### config.mk
export PLATFORM = sky130hd
export DESIGN_NAME = fsba_ctrl
export DESIGN_NICKNAME = d
export VERILOG_FILES = /design/src/sv/fsba_pkg.sv /design/src/sv/fsba_ctrl.sv
export SDC_FILE = /design/constraint.sdc
export NUM_CORES = 1
export LEC_CHECK = 0
export ABC_AREA = 1
export BUFFER_PORTS_ARGS = -buffer_cell sky130_fd_sc_hd__clkbuf_2
export CORE_AREA = 2 2 39 41
export DETAILED_ROUTE_END_ITERATION = 12
export DIE_AREA = 0 0 41 43
export PLACE_DENSITY = 0.42
export RECOVER_POWER = 25
export SLEW_MARGIN = 20
export SYNTH_ARGS = -nofsm -noshare
export SYNTH_HDL_FRONTEND = slang
export SYNTH_SLANG_ARGS = --single-unit
### constraint.sdc
create_clock -name i_clk -period 1 [get_ports i_clk]
set_clock_uncertainty 0.15 [all_clocks]
set_input_delay 0.2 -clock i_clk [delete_from_list [all_inputs] [get_ports i_clk]]
set_output_delay 0.2 -clock i_clk [all_outputs]
set_load 0.01 [all_outputs]
### src/sv/fsba_pkg.sv
// Package for the fit strategy block allocator.
// Holds strategy and status codes and shared constants; no dependencies.
package fsba_pkg;
    localparam int ARENA_BYTES_DEF = 65536;
    localparam int MAX_BLOCKS_DEF = 64;
    localparam int HEADER_BYTES_DEF = 24;
    localparam int LIST_HEADER_BYTES_DEF = 16;
    localparam int VAL_W = 21;

    localparam logic [2:0] STRAT_GROW = 3'd0;
    localparam logic [2:0] STRAT_FIRST = 3'd1;
    localparam logic [2:0] STRAT_BEST = 3'd2;
    localparam logic [2:0] STRAT_WORST = 3'd3;
    localparam logic [2:0] STRAT_NEXT = 3'd4;

    localparam logic [1:0] ST_OK = 2'd0;
    localparam logic [1:0] ST_NOFIT = 2'd1;
    localparam logic [1:0] ST_FULL = 2'd2;
    localparam logic [1:0] ST_UNKNOWN = 2'd3;

    typedef struct packed {
        logic start;
        logic step;
        logic commit_alloc;
        logic commit_new;
        logic commit_rel;
    } t_cmd;

    typedef struct packed {
        logic alloc;
        logic done;
    } t_stat;
endpackage

### src/sv/fsba_ctrl.sv
// Controller state machine of the allocator.
// Depends on fsba_pkg.
module fsba_ctrl (
    input  logic i_clk,
    input  logic i_rst_n,
    input  logic i_in_valid,
    output logic o_in_ready,
    output logic o_out_valid,
    input  logic i_out_ready,
    input  fsba_pkg::t_stat i_stat,
    output fsba_pkg::t_cmd o_cmd
);
    import fsba_pkg::*;
    localparam logic [1:0] S_IDLE = 2'd0;
    localparam logic [1:0] S_WALK = 2'd1;
    localparam logic [1:0] S_DONE = 2'd2;
    localparam logic [1:0] S_LINK = 2'd3;
    logic [1:0] r_state, n_state;
    logic r_out_valid, n_out_valid;

    assign o_in_ready = (r_state == S_IDLE) && (!r_out_valid || i_out_ready);
    assign o_out_valid = r_out_valid;

    always_comb begin
        n_state = r_state;
        n_out_valid = r_out_valid && !i_out_ready;
        o_cmd = '0;
        case (r_state)
            S_IDLE: begin
                if (i_in_valid && o_in_ready) begin
                    o_cmd.start = 1'b1;
                    n_state = S_WALK;
                end
            end
            S_WALK: begin
                if (i_stat.done) begin
                    n_state = S_DONE;
                end else begin
                    o_cmd.step = 1'b1;
                end
            end
            S_DONE: begin
                if (!r_out_valid || i_out_ready) begin
                    o_cmd.commit_alloc = i_stat.alloc;
                    o_cmd.commit_rel = !i_stat.alloc;
                    n_out_valid = 1'b1;
                    n_state = i_stat.alloc ? S_LINK : S_IDLE;
                end
            end
            S_LINK: begin
                o_cmd.commit_new = 1'b1;
                n_state = S_IDLE;
            end
            default: n_state = S_IDLE;
        endcase
    end

    always_ff @(posedge i_clk) begin
        if (!i_rst_n) begin
            r_state <= S_IDLE;
            r_out_valid <= 1'b0;
        end else begin
            r_state <= n_state;
            r_out_valid <= n_out_valid;
        end
    end

`ifndef SYNTHESIS
    a_valid_hold: assert property (@(posedge i_clk) disable iff (!i_rst_n)
        r_out_valid && !i_out_ready |=> r_out_valid) else $error("result dropped");
    a_no_accept_busy: assert property (@(posedge i_clk) disable iff (!i_rst_n)
        r_state != S_IDLE |-> !o_in_ready) else $error("accept while busy");
    a_start_walk: assert property (@(posedge i_clk) disable iff (!i_rst_n)
        o_cmd.start |=> r_state == S_WALK) else $error("start lost");
`endif
endmodule

# Yosys cells after proc, flatten, opt, wreduce, memory -nomap -nowiden
# Cells that the tools add are included.
# totals
regBits	3
inputBits	6
out_inout_bits	7
word_cells	33
# classes
n_eq_ne	6
n_mux	16
n_reduce_logical	9
# op_table
operator	count
1-bit 2-to-1 mux	11
2-bit 2-to-1 mux	4
2-bit case mux with 4 select lines	1
2-bit equality test (second input constant)	2
2-bit != test (second input constant)	2
1-bit logical AND	3
1-bit logical NOT	3
3-bit AND reduction	1
2-bit by 1-bit equality test with 1-bit output (second input constant)	1
2-bit logical NOT	1
2-bit by 1-bit != test with 1-bit output (second input constant)	1
1-bit logical OR	1

# Logic depth before layout (Yosys ltp)
# Gate-level depths: netlist of run 1.
# depth
depth_word	6
ltp_mapped	7
ltp_nobuf	7

# Worst setup path after synthesis of run 1
# No wires, ideal clock.
# synth_path
path_kind	register to register
startpoint	reg r_out_valid (netlist: o_out_valid)
endpoint	reg r_state[1]
setup_time_ns	0.115
t_arrival_ns	0.941
slack_ns	-0.206
path_stages_with_launch	8
path_buffers	0
period_less_slack_ns	1.206
path_cell_list	dfxtp_1 inv_1 nor2_2 nand2_1 nand3_2 nand3_1 nand2_1 nor2_1
# synth_between
elab_chain_cells	6
# synth_rtl
element	line_no	rtl
start: declaration	fsba_ctrl.sv:19	logic r_out_valid, n_out_valid;
start signal: assignment	fsba_ctrl.sv:64	r_out_valid <= n_out_valid;
1-bit logical NOT (*)	fsba_ctrl.sv:21, fsba_ctrl.sv:43	
1-bit logical OR (*)	fsba_ctrl.sv:21, fsba_ctrl.sv:43	
1-bit logical AND	fsba_ctrl.sv:21	assign o_in_ready = (r_state == S_IDLE) && (!r_out_valid || i_out_ready);
1-bit logical AND	fsba_ctrl.sv:30	if (i_in_valid && o_in_ready) begin
2-bit by 1-bit != test with 1-bit output (no source line)	--	
3-bit AND reduction (no source line) (*)	--	
end signal: assignment	fsba_ctrl.sv:63	r_state <= n_state;
end: declaration	fsba_ctrl.sv:18	logic [1:0] r_state, n_state;
# Mark *: on every way between the ends. The rest lies on a longest branch, timed or not.
# A chain may end at the register's enable or synchronous reset.

==> results.sh, run 1 <==
export IMPL_numCtsBuffers=3
export IMPL_avgSynthCellArea_um2=6.711
export IMPL_clock_sinks=3
export IMPL_yosysWarnings=0
export IMPL_crit_cells=5
export IMPL_critPathMaxStageDelay_ps=340
export IMPL_post_drt_wl_per_cell_um=7.877
export IMPL_drt_iter0_markers=0
export IMPL_arrival_ps=1040
export IMPL_slowest_stage="dfxtp_2"
export IMPL_syn_inst=33
export IMPL_gr_total_overflow=0
export IMPL_yosysUniqueCellTypes=16
export IMPL_pin_count=13
export IMPL_routed_wl_um=575
export IMPL_crit_path_end="o_cmd[0]"
export IMPL_die_w_um=41
export IMPL_cap_viol_max_count=0
export IMPL_initial_core_util=0.1600
export IMPL_hp_class="input port to flip-flop"
export IMPL_synth_nets=39
export IMPL_critPathCaptureType="output port"
export IMPL_failed_checks="setup timing"
export IMPL_setup_violations=10
export IMPL_dieArea_um2=1763
export IMPL_grt_pass1_vias=256
export IMPL_peakVddDrop_uv=535.5
export IMPL_synth_area_um2=221.5
export IMPL_clockBufferDepth=2
export IMPL_drt_vias_per_instance=3.973
export IMPL_path_clk_slew_ps=40
export IMPL_die_h_um=43
export IMPL_num_nets_final=64
export IMPL_dr_pass1_iters=1
export IMPL_root_buffer="clkbuf_4"
export IMPL_p_leak_uw=0.0002318
export IMPL_start_kind="flip-flop"
export IMPL_rows=14
export IMPL_slew_headroom=0.8579
export IMPL_r2r_cells=9
export IMPL_diodes=0
export IMPL_hold_violations=0
export IMPL_yosysSeqAreaShare=0.2712
export IMPL_vias=290
export IMPL_crit_path_cell_trace="inv_4, nor2_4, inv_2, nor3_2, buf_2"
export IMPL_routabilityCongestion=0.6123
export IMPL_required_ps=650
export IMPL_rsz0062_at_grt="true"
export IMPL_worst_slack_ps=-392.1
export IMPL_synth_seq_cells=3
export IMPL_layout_common_cells="clkbuf_2, buf_2, buf_4"
export IMPL_dp_cells=63
export IMPL_r2r_setup_slack_ps=-290
export IMPL_power_density_nw_per_um2=2560
export IMPL_r2r_end="r_state[1]$_SDFFE_PN0P_"
export IMPL_r2r_start="o_out_valid$_SDFF_PN0_"
export IMPL_finalCritPeriodShare=1.392
export IMPL_groute_usage_overall=0.07715
export IMPL_postCtsHoldBufs=0
export IMPL_drc=0
export IMPL_clock_fmax_mhz=718.4
export IMPL_critPathTopFamily="flip-flops"
export IMPL_placeableCoreArea_um2=1384
export IMPL_worstSetupPathType="flip-flop to output port"
export IMPL_crit_fanout=4
export IMPL_drive_gt1_frac=0.7193
export IMPL_power_uw=1115
export IMPL_startpoint="r_state[1]$_SDFFE_PN0P_"
export IMPL_ctsHtreeMaxLevel=1
export IMPL_layout_min_cycle_time_ps=1392
export IMPL_cts_tree="done"
export IMPL_clk_insertion_delay_late_ps=230
export IMPL_area_growth_pct=96.61
export IMPL_grt_antenna_before_repair=0
export IMPL_instances_no_fill=73
export IMPL_outcome="finished with violations"
export IMPL_final_common_cell="clkbuf_2"
export IMPL_worst_pin_slew_ps=211.0
export IMPL_maxSlewViolCount=0
export IMPL_grt_pass1_wl_um=903
export IMPL_ant_nets=0
export IMPL_dp_hpwl_um=438.5
export IMPL_hold_depth=3
export IMPL_portBuffers=12
export IMPL_grt_max_degree=5
export IMPL_worst_path_buf_inv=3
## flip-flops by register name (all words and copies together), names as in the netlist
| name | count |
|---|---|
| r_state | 2 |
| o_out_valid | 1 |
## how the worst min path moves through the flow
| stage | start | end | slack, ps |
|---|---|---|---|
| floorplan | i_rst_n | r_state[1]$_SDFFE_PN0P_ | 160 |
| global placement | i_rst_n | r_state[1]$_SDFFE_PN0P_ | 290 |
| detailed placement | i_rst_n | r_state[1]$_SDFFE_PN0P_ | 290 |
| CTS | i_rst_n | r_state[1]$_SDFFE_PN0P_ | 50 |
| global route | i_rst_n | o_out_valid$_SDFF_PN0_ | 50 |
| finish | i_rst_n | r_state[1]$_SDFFE_PN0P_ | 40 |
## cells in the mapped netlist
master	number	area (um^2)
inv_1	5	18.77
inv_2	2	7.510
dfxtp_1	3	60.06
nand3b_1	1	7.510
o21ai_0	1	5.000
nand3_1	2	10.01
nand2_1	5	18.77
o21a_1	1	7.510
nor2_1	4	15.01
nand2_2	1	6.260
nand2_4	1	11.26
a21oi_1	2	10.01
nor3_1	1	5.000
nor2_2	1	6.260
nor2_4	2	22.52
nand3_2	1	10.01
## stage by stage
stage	utilization	hold slack, ps	TNS (ps)	area [um^2]	worst slack (ps)
after floorplan	-	163.3	-538.6	237.7	-134.1
after global placement	0.2405	293.9	-1020	332.8	-186.6
after detailed placement	0.2405	292.1	-1012	332.8	-187.8
after CTS	0.2966	46.27	-2430	410.4	-389.4
after global routing	0.3146	47.57	-3282	435.4	-447.5
final	0.3146	43.92	-2693	435.4	-392.1
## power breakdown
group	switching [uW]	internal [uW]	leakage, uW
clock network	61.2	149	0.0000150
logic	345	342	0.000191
registers	43.0	174	0.0000261
total	449	665	0.000232
## worst min-delay path, delay by kind of cell
| family | cells | cell delay (ps) |
|---|---|---|
| and+or+nand+nor | 2 | 90 |
| buffers and inverters | 1 | 100 |
## area by class of cell
| class | count | area [um^2] |
|---|---|---|
| Fill cell | 153 | 948.4 |
| Multi-Input combinational cell | 23 | 153.9 |
| Timing Repair Buffer | 20 | 137.6 |
| Sequential cell | 3 | 66.31 |
| Inverter | 7 | 31.28 |
| Clock buffer | 4 | 26.28 |
| Tap cell | 16 | 20.02 |
## per-layer routing
layer,GRT usage,vias to the layer above,part of all wire
li1,-,150,-
met1,0.07348,131,0.35
met2,0.1219,7,0.58
met3,0.03141,2,0.052
met4,0.06000,0,0.014
met5,0,-,0
## logic make-up after synthesis
| group | after synthesis | share of synthesized area |
|---|---|---|
| AND/OR/NAND/NOR | 19 | 0.5085 |
| buffers and inverters | 7 | 0.1187 |
| AO/OA/AOI/OAI | 4 | 0.1017 |
| flip-flops | 3 | 0.2712 |
## timing repair
item,CTS,global route
buffers inserted,4,2
pin swaps,4,6
gates resized for setup,7,9
setup endpoints to repair,9,10
Power figures use the tool's default switching activity.
==> run 2, diff against run 1 <==
--- a/config.mk
+++ b/config.mk
@@ -11,7 +11,6 @@
 export DETAILED_ROUTE_END_ITERATION = 12
 export DIE_AREA = 0 0 41 43
 export PLACE_DENSITY = 0.42
-export RECOVER_POWER = 25
 export SLEW_MARGIN = 20
 export SYNTH_ARGS = -nofsm -noshare
 export SYNTH_HDL_FRONTEND = slang
==> constraint.sdc (replaced) <==
create_clock -name i_clk -period 1.2 [get_ports i_clk]
set_clock_uncertainty 0.15 [all_clocks]
set_input_delay 0.24 -clock i_clk [delete_from_list [all_inputs] [get_ports i_clk]]
set_output_delay 0.24 -clock i_clk [all_outputs]
set_load 0.01 [all_outputs]
==> run 2 against run 1 <==
  * The run still ends with setup timing left
  * Die area did not move
  * Utilization is 0.090 points higher
  * Worst setup slack better by 190 ps
  * Register-to-register slack gained 290 ps
  * Clock-buffer cell count did not move
  * First-iteration DRC count did not move
  * Via count down 1.7%
  * Hold slack better by 49 ps
  * Final area rose by 0.29%
  * Final cell count up 2.7%
  * Sequential share of layout area is essentially flat
  * Largest cell class unchanged
  * Largest power group unchanged
==> results.sh, run 2 (synthesis results as in run 1) <==
export IMPL_rows=14
export IMPL_layout_min_cycle_time_ps=1401
export IMPL_failed_checks="setup timing"
export IMPL_ctsHtreeMaxLevel=1
export IMPL_drt_vias_per_instance=3.800
export IMPL_worstSetupPathType="flip-flop to output port"
export IMPL_slowest_stage="dfxtp_2"
export IMPL_numCtsBuffers=3
export IMPL_gr_total_overflow=0
export IMPL_slew_headroom=0.8824
export IMPL_intPower_uw=561.4
export IMPL_area_growth_pct=97.18
export IMPL_portBuffers=12
export IMPL_worst_path_buf_inv=3
export IMPL_die_h_um=43
export IMPL_clockBufferDepth=2
export IMPL_root_buffer="clkbuf_4"
export IMPL_num_nets_final=66
export IMPL_pin_count=13
export IMPL_layout_common_cells="buf_4, clkbuf_2, buf_2"
export IMPL_critPathMaxStageDelay_ps=320
export IMPL_cts_tree="done"
export IMPL_routabilityCongestion=0.6496
export IMPL_drc=0
export IMPL_critPathCaptureType="output port"
export IMPL_combPwrFrac=0.611
export IMPL_maxSlewViolCount=0
export IMPL_grt_max_degree=6
export IMPL_power_switching_uw=364.3
export IMPL_largest_reg_flops=2
export IMPL_postCtsHoldBufs=0
export IMPL_ant_nets=0
export IMPL_worst_slack_ps=-200.9
export IMPL_grt_pass1_wl_um=903
export IMPL_path_clk_slew_ps=40
export IMPL_pre_cts_slack_ps=-47.93
export IMPL_power_uw=925.8
export IMPL_power_density_nw_per_um2=2120
export IMPL_drive_gt1_frac=0.6780
export IMPL_grt_antenna_before_repair=0
export IMPL_cap_viol_max_count=0
export IMPL_arrival_ps=1010
export IMPL_p_leak_uw=0.0002400
export IMPL_clock_sinks=3
export IMPL_diodes=0
export IMPL_peakVddDrop_uv=520.1
export IMPL_initial_core_util=0.1600
export IMPL_placeableCoreArea_um2=1384
export IMPL_clock_power_share=0.187
export IMPL_final_common_cell="buf_4"
export IMPL_dp_hpwl_um=447.5
export IMPL_hold_violations=0
export IMPL_die_w_um=41
export IMPL_vias=285
export IMPL_top_register="r_state"
export IMPL_hp_class="input port to flip-flop"
export IMPL_clock_fmax_mhz=713.8
export IMPL_drt_iter0_markers=0
export IMPL_p_seq_frac=0.202
export IMPL_grt_pass1_vias=259
export IMPL_routed_wl_um=566
export IMPL_setup_violations=7
export IMPL_dr_pass1_iters=1
export IMPL_rsz0062_at_grt="true"
export IMPL_finalCritPeriodShare=1.167
export IMPL_critPathTopFamily="flip-flops"
export IMPL_start_kind="flip-flop"
export IMPL_outcome="finished with violations"
export IMPL_crit_path_cell_trace="inv_2, nor2_4, nor2_4, nand2_2, inv_2, buf_6"
export IMPL_finalSetupTns_ps=-906.2
export IMPL_dieArea_um2=1763
export IMPL_crit_fanout=5
export IMPL_clk_insertion_delay_late_ps=230
export IMPL_worst_pin_slew_ps=176.0
export IMPL_p_sw_frac=0.3935
export IMPL_required_ps=810
export IMPL_post_drt_wl_per_cell_um=7.547
export IMPL_groute_usage_overall=0.08133
[run 2: cell type report]
type,instances,area [um^2]
clock buffer,4,26.28
timing repair buffer,22,145.1
fill,162,947.2
multi-input combinational,23,147.6
tap,16,20.02
inverter,7,31.28
sequential,3,66.31
[run 2: timing repair]
action,in CTS,in global routing
setup buffers,4,2
gates resized for setup,9,9
pin swaps,3,5
setup endpoints to repair,6,8
[run 2: worst min-delay path, delay by kind of cell]
kind                   cells  cell delay, ps
buffers and inverters      1             100
and+or+nand+nor            2              90
[run 2: power by group through the flow]
| stage | sequential, uW | combinational [uW] | clock (uW) |
|---|---|---|---|
| 3_3_place_gp | 166 | 481 | 0 |
| 5_1_grt | 192 | 632 | 190 |
| 3_5_place_dp | 166 | 470 | 0 |
| 4_1_cts | 187 | 547 | 186 |
| 2_1_floorplan | 172 | 291 | 0 |
| 6_report | 187 | 565 | 173 |
[run 2: worst paths after layout]
check / startpoint / endpoint / slack, ps / depth (start not counted)
setup / recovery: o_out_valid$_SDFF_PN0_ / o_cmd[4] / -200 / 6
hold / removal: i_rst_n / r_state[1]$_SDFFE_PN0P_ / 90 / 3
setup reg to reg: r_state[0]$_SDFFE_PN0P_ / r_state[1]$_SDFFE_PN0P_ / 0 / 7
hold reg to reg: o_out_valid$_SDFF_PN0_ / o_out_valid$_SDFF_PN0_ / 490 / 3
[run 2: metal layers]
layer	routed length, um	up-vias	GRT usage
li1	-	153	-
met1	206	127	0.07717
met2	339	5	0.1219
met3	20	0	0.01571
met4	0	0	0.1000
met5	0	-	0
[run 2: metrics by stage]
stage / hold slack (ps) / util / std cells / cell area (um^2)
after detailed placement: 344.8 / 0.2523 / 66 / 349.1
after global routing: 115.8 / 0.3156 / 75 / 436.7
after CTS: 88.89 / 0.3056 / 74 / 422.9
after global placement: 345.7 / 0.2523 / 66 / 349.1
after floorplan: 207.6 / - / 33 / 231.5
final: 93.23 / 0.3156 / 75 / 436.7
==> run 3, diff against run 2 <==
--- a/config.mk
+++ b/config.mk
@@ -11,7 +11,8 @@
 export DETAILED_ROUTE_END_ITERATION = 12
 export DIE_AREA = 0 0 41 43
 export PLACE_DENSITY = 0.42
-export SLEW_MARGIN = 20
+export REMOVE_ABC_BUFFERS = 1
+export SLEW_MARGIN = 0
 export SYNTH_ARGS = -nofsm -noshare
 export SYNTH_HDL_FRONTEND = slang
 export SYNTH_SLANG_ARGS = --single-unit
==> run 3 against run 2 <==
  * The run still ends with setup timing left
  * Critical path depth down 1
  * Wire length increased by 8.8%
  * Flip-flop and latch count did not move
  * Global-route usage rose by 0.48 points
  * Via count rose by 1.4%
  * Final cell count stayed put
  * Critical endpoint is now o_cmd[2]
  * Sequential share of layout area shrank 1.3 points
  * Non-clock buffer count is the same
  * Fmax is 3.2% lower
  * Sequential power is essentially flat
  * Hold slack improved by 3.7 ps
  * Highest routed layer unchanged
  * First-iteration DRC count unchanged
==> results.sh, run 3 (synthesis results as in run 1) <==
export IMPL_outcome="finished with violations"
export IMPL_failed_checks="setup timing"
export IMPL_area_growth_pct=116.4
export IMPL_top_register="r_state"
export IMPL_met2_wirelength_um=383
export IMPL_die_h_um=43
export IMPL_min_from="i_rst_n"
export IMPL_pin_count=13
export IMPL_clock_power_share=0.173
export IMPL_worst_pin_slew_ps=200.9
export IMPL_dieArea_um2=1763
export IMPL_critPathMaxStageDelay_ps=340
export IMPL_instances_no_fill=75
export IMPL_holdPathEnd="r_state[1]$_SDFFE_PN0P_"
export IMPL_crit_path_cell_trace="inv_4, nor2_4, nand2_2, nor2_1, buf_2"
export IMPL_critPathCaptureType="output port"
export IMPL_dp_hpwl_um=442.6
export IMPL_num_fill_cells=160
export IMPL_groute_usage_overall=0.08609
export IMPL_pre_cts_slack_ps=-68.27
export IMPL_setup_violations=8
export IMPL_post_drt_wl_per_cell_um=8.213
export IMPL_postCtsHoldBufs=0
export IMPL_cts_tree="done"
export IMPL_r2r_end="r_state[1]$_SDFFE_PN0P_"
export IMPL_r2r_cells=8
export IMPL_drive_gt1_frac=0.7966
export IMPL_drc=0
export IMPL_ctsHtreeMaxLevel=1
export IMPL_met1Wirelength_um=201
export IMPL_clk_insertion_delay_late_ps=230
export IMPL_layout_common_cells="clkbuf_2, buf_6, buf_4"
export IMPL_clock_fmax_mhz=690.8
export IMPL_largest_reg_flops=2
export IMPL_grt_pass1_wl_um=979
export IMPL_placeableCoreArea_um2=1384
export IMPL_required_ps=810
export IMPL_crit_fanout=4
export IMPL_path_clk_slew_ps=40
export IMPL_grt_pass1_vias=287
export IMPL_worst_slack_ps=-247.6
export IMPL_maxSlewViolCount=0
export IMPL_grt_antenna_before_repair=0
export IMPL_p_sw_frac=0.4053
export IMPL_num_nets_final=66
export IMPL_rows=14
export IMPL_finalSetupTns_ps=-1207
export IMPL_die_w_um=41
export IMPL_worstSetupPathType="flip-flop to output port"
export IMPL_numCtsBuffers=3
export IMPL_peakVddDrop_uv=567.1
export IMPL_power_switching_uw=409.2
export IMPL_slew_headroom=0.8646
export IMPL_wl_met3_um=31
export IMPL_combPwrFrac=0.643
export IMPL_portBuffers=12
export IMPL_clockBufferDepth=2
export IMPL_ant_nets=0
export IMPL_power_density_nw_per_um2=2106
export IMPL_hold_depth=3
export IMPL_root_buffer="clkbuf_4"
export IMPL_top_layer="met3"
export IMPL_routabilityCongestion=0.6244
export IMPL_worst_hold_slack_ps=96.97
export IMPL_gr_total_overflow=0
export IMPL_fin_util=0.3463
export IMPL_layout_min_cycle_time_ps=1448
export IMPL_intPower_uw=600.3
export IMPL_slowest_stage="dfxtp_2"
export IMPL_r2r_setup_slack_ps=-70
export IMPL_vias=289
export IMPL_critPathTopFamily="flip-flops"
export IMPL_clock_sinks=3
export IMPL_hold_violations=0
export IMPL_rsz0062_at_grt="true"
export IMPL_hp_class="input port to flip-flop"
export IMPL_finalCritPeriodShare=1.206
export IMPL_dr_pass1_iters=1
export IMPL_routed_wl_um=616
export IMPL_drt_vias_per_instance=3.853
export IMPL_worst_path_buf_inv=2
export IMPL_dp_cells=66
export IMPL_drt_iter0_markers=0
export IMPL_p_leak_uw=0.0002464
export IMPL_arrival_ps=1060
export IMPL_start_kind="flip-flop"
export IMPL_grt_max_degree=6
export IMPL_initial_core_util=0.1600
export IMPL_diodes=0
export IMPL_cap_viol_max_count=0
export IMPL_p_seq_frac=0.185
export IMPL_r2r_start="r_state[1]$_SDFFE_PN0P_"
run 3: cell types whose count changed in the layout (fill, tap and decap cells not counted):
cell	before	now
nand2_1	4	2
buf_6	2	6
nand3_1	2	1
a21oi_2	0	2
a21oi_1	2	0
nand2_2	2	4
buf_2	5	4
inv_2	2	4
buf_4	9	6
nand3_4	0	1
inv_1	3	1
run 3: worst max path at each step:
stage / from / end / depth (start not counted)
2_1_floorplan: r_state[1]$_SDFFE_PN0P_ / o_cmd[0] / 4
3_3_place_gp: r_state[0]$_SDFFE_PN0P_ / o_cmd[4] / 6
3_5_place_dp: i_out_ready / o_cmd[4] / 6
4_1_cts: r_state[1]$_SDFFE_PN0P_ / o_cmd[2] / 5
5_1_grt: r_state[1]$_SDFFE_PN0P_ / o_cmd[2] / 5
6_report: r_state[1]$_SDFFE_PN0P_ / o_cmd[2] / 5
run 3: area by class of cell:
| type | instances | area, um^2 | share of cell area |
|---|---|---|---|
| inverters | 7 | 31.28 | 0.06527 |
| multi-input cells | 23 | 172.7 | 0.3603 |
| repair buffers | 22 | 162.7 | 0.3394 |
| clock buffers | 4 | 26.28 | 0.05483 |
| flip-flops and latches | 3 | 66.31 | 0.1384 |
| well taps | 16 | 20.02 | 0.04178 |
run 3: layer usage:
| layer | global-route usage | up-vias |
|---|---|---|
| met5 | 0 | - |
| met2 | 0.1406 | 5 |
| met1 | 0.07325 | 128 |
| met4 | 0.1000 | 0 |
| met3 | 0.01571 | 0 |
| li1 | - | 156 |
run 3: repair_timing:
item / 4_1_cts / 5_1_grt
pin swaps: 3 / 7
setup endpoints to repair: 8 / 9
gates resized for setup: 14 / 18
setup buffers: 4 / 2
run 3: power by group through the flow:
stage	combinational, uW	sequential, uW	clock, uW
finish	649	186	174
global route	717	191	186
CTS	579	186	187
detailed placement	460	167	0
global placement	462	167	0
floorplan	282	172	0
run 3: through the flow:
| step | power, uW | instance area, um^2 |
|---|---|---|
| finish | 1009 | 479.2 |
| global route | 1095 | 479.2 |
| CTS | 951.8 | 436.7 |
| detailed placement | 627.0 | 339.1 |
| global placement | 628.8 | 339.1 |
| floorplan | 454.3 | 221.5 |
run 3: worst reg2reg max path, delay by kind of cell (launching register included):
family,cells,cell delay [ps]
DFF,1,320
and+or+nand+nor,5,350
buffers and inverters,3,340
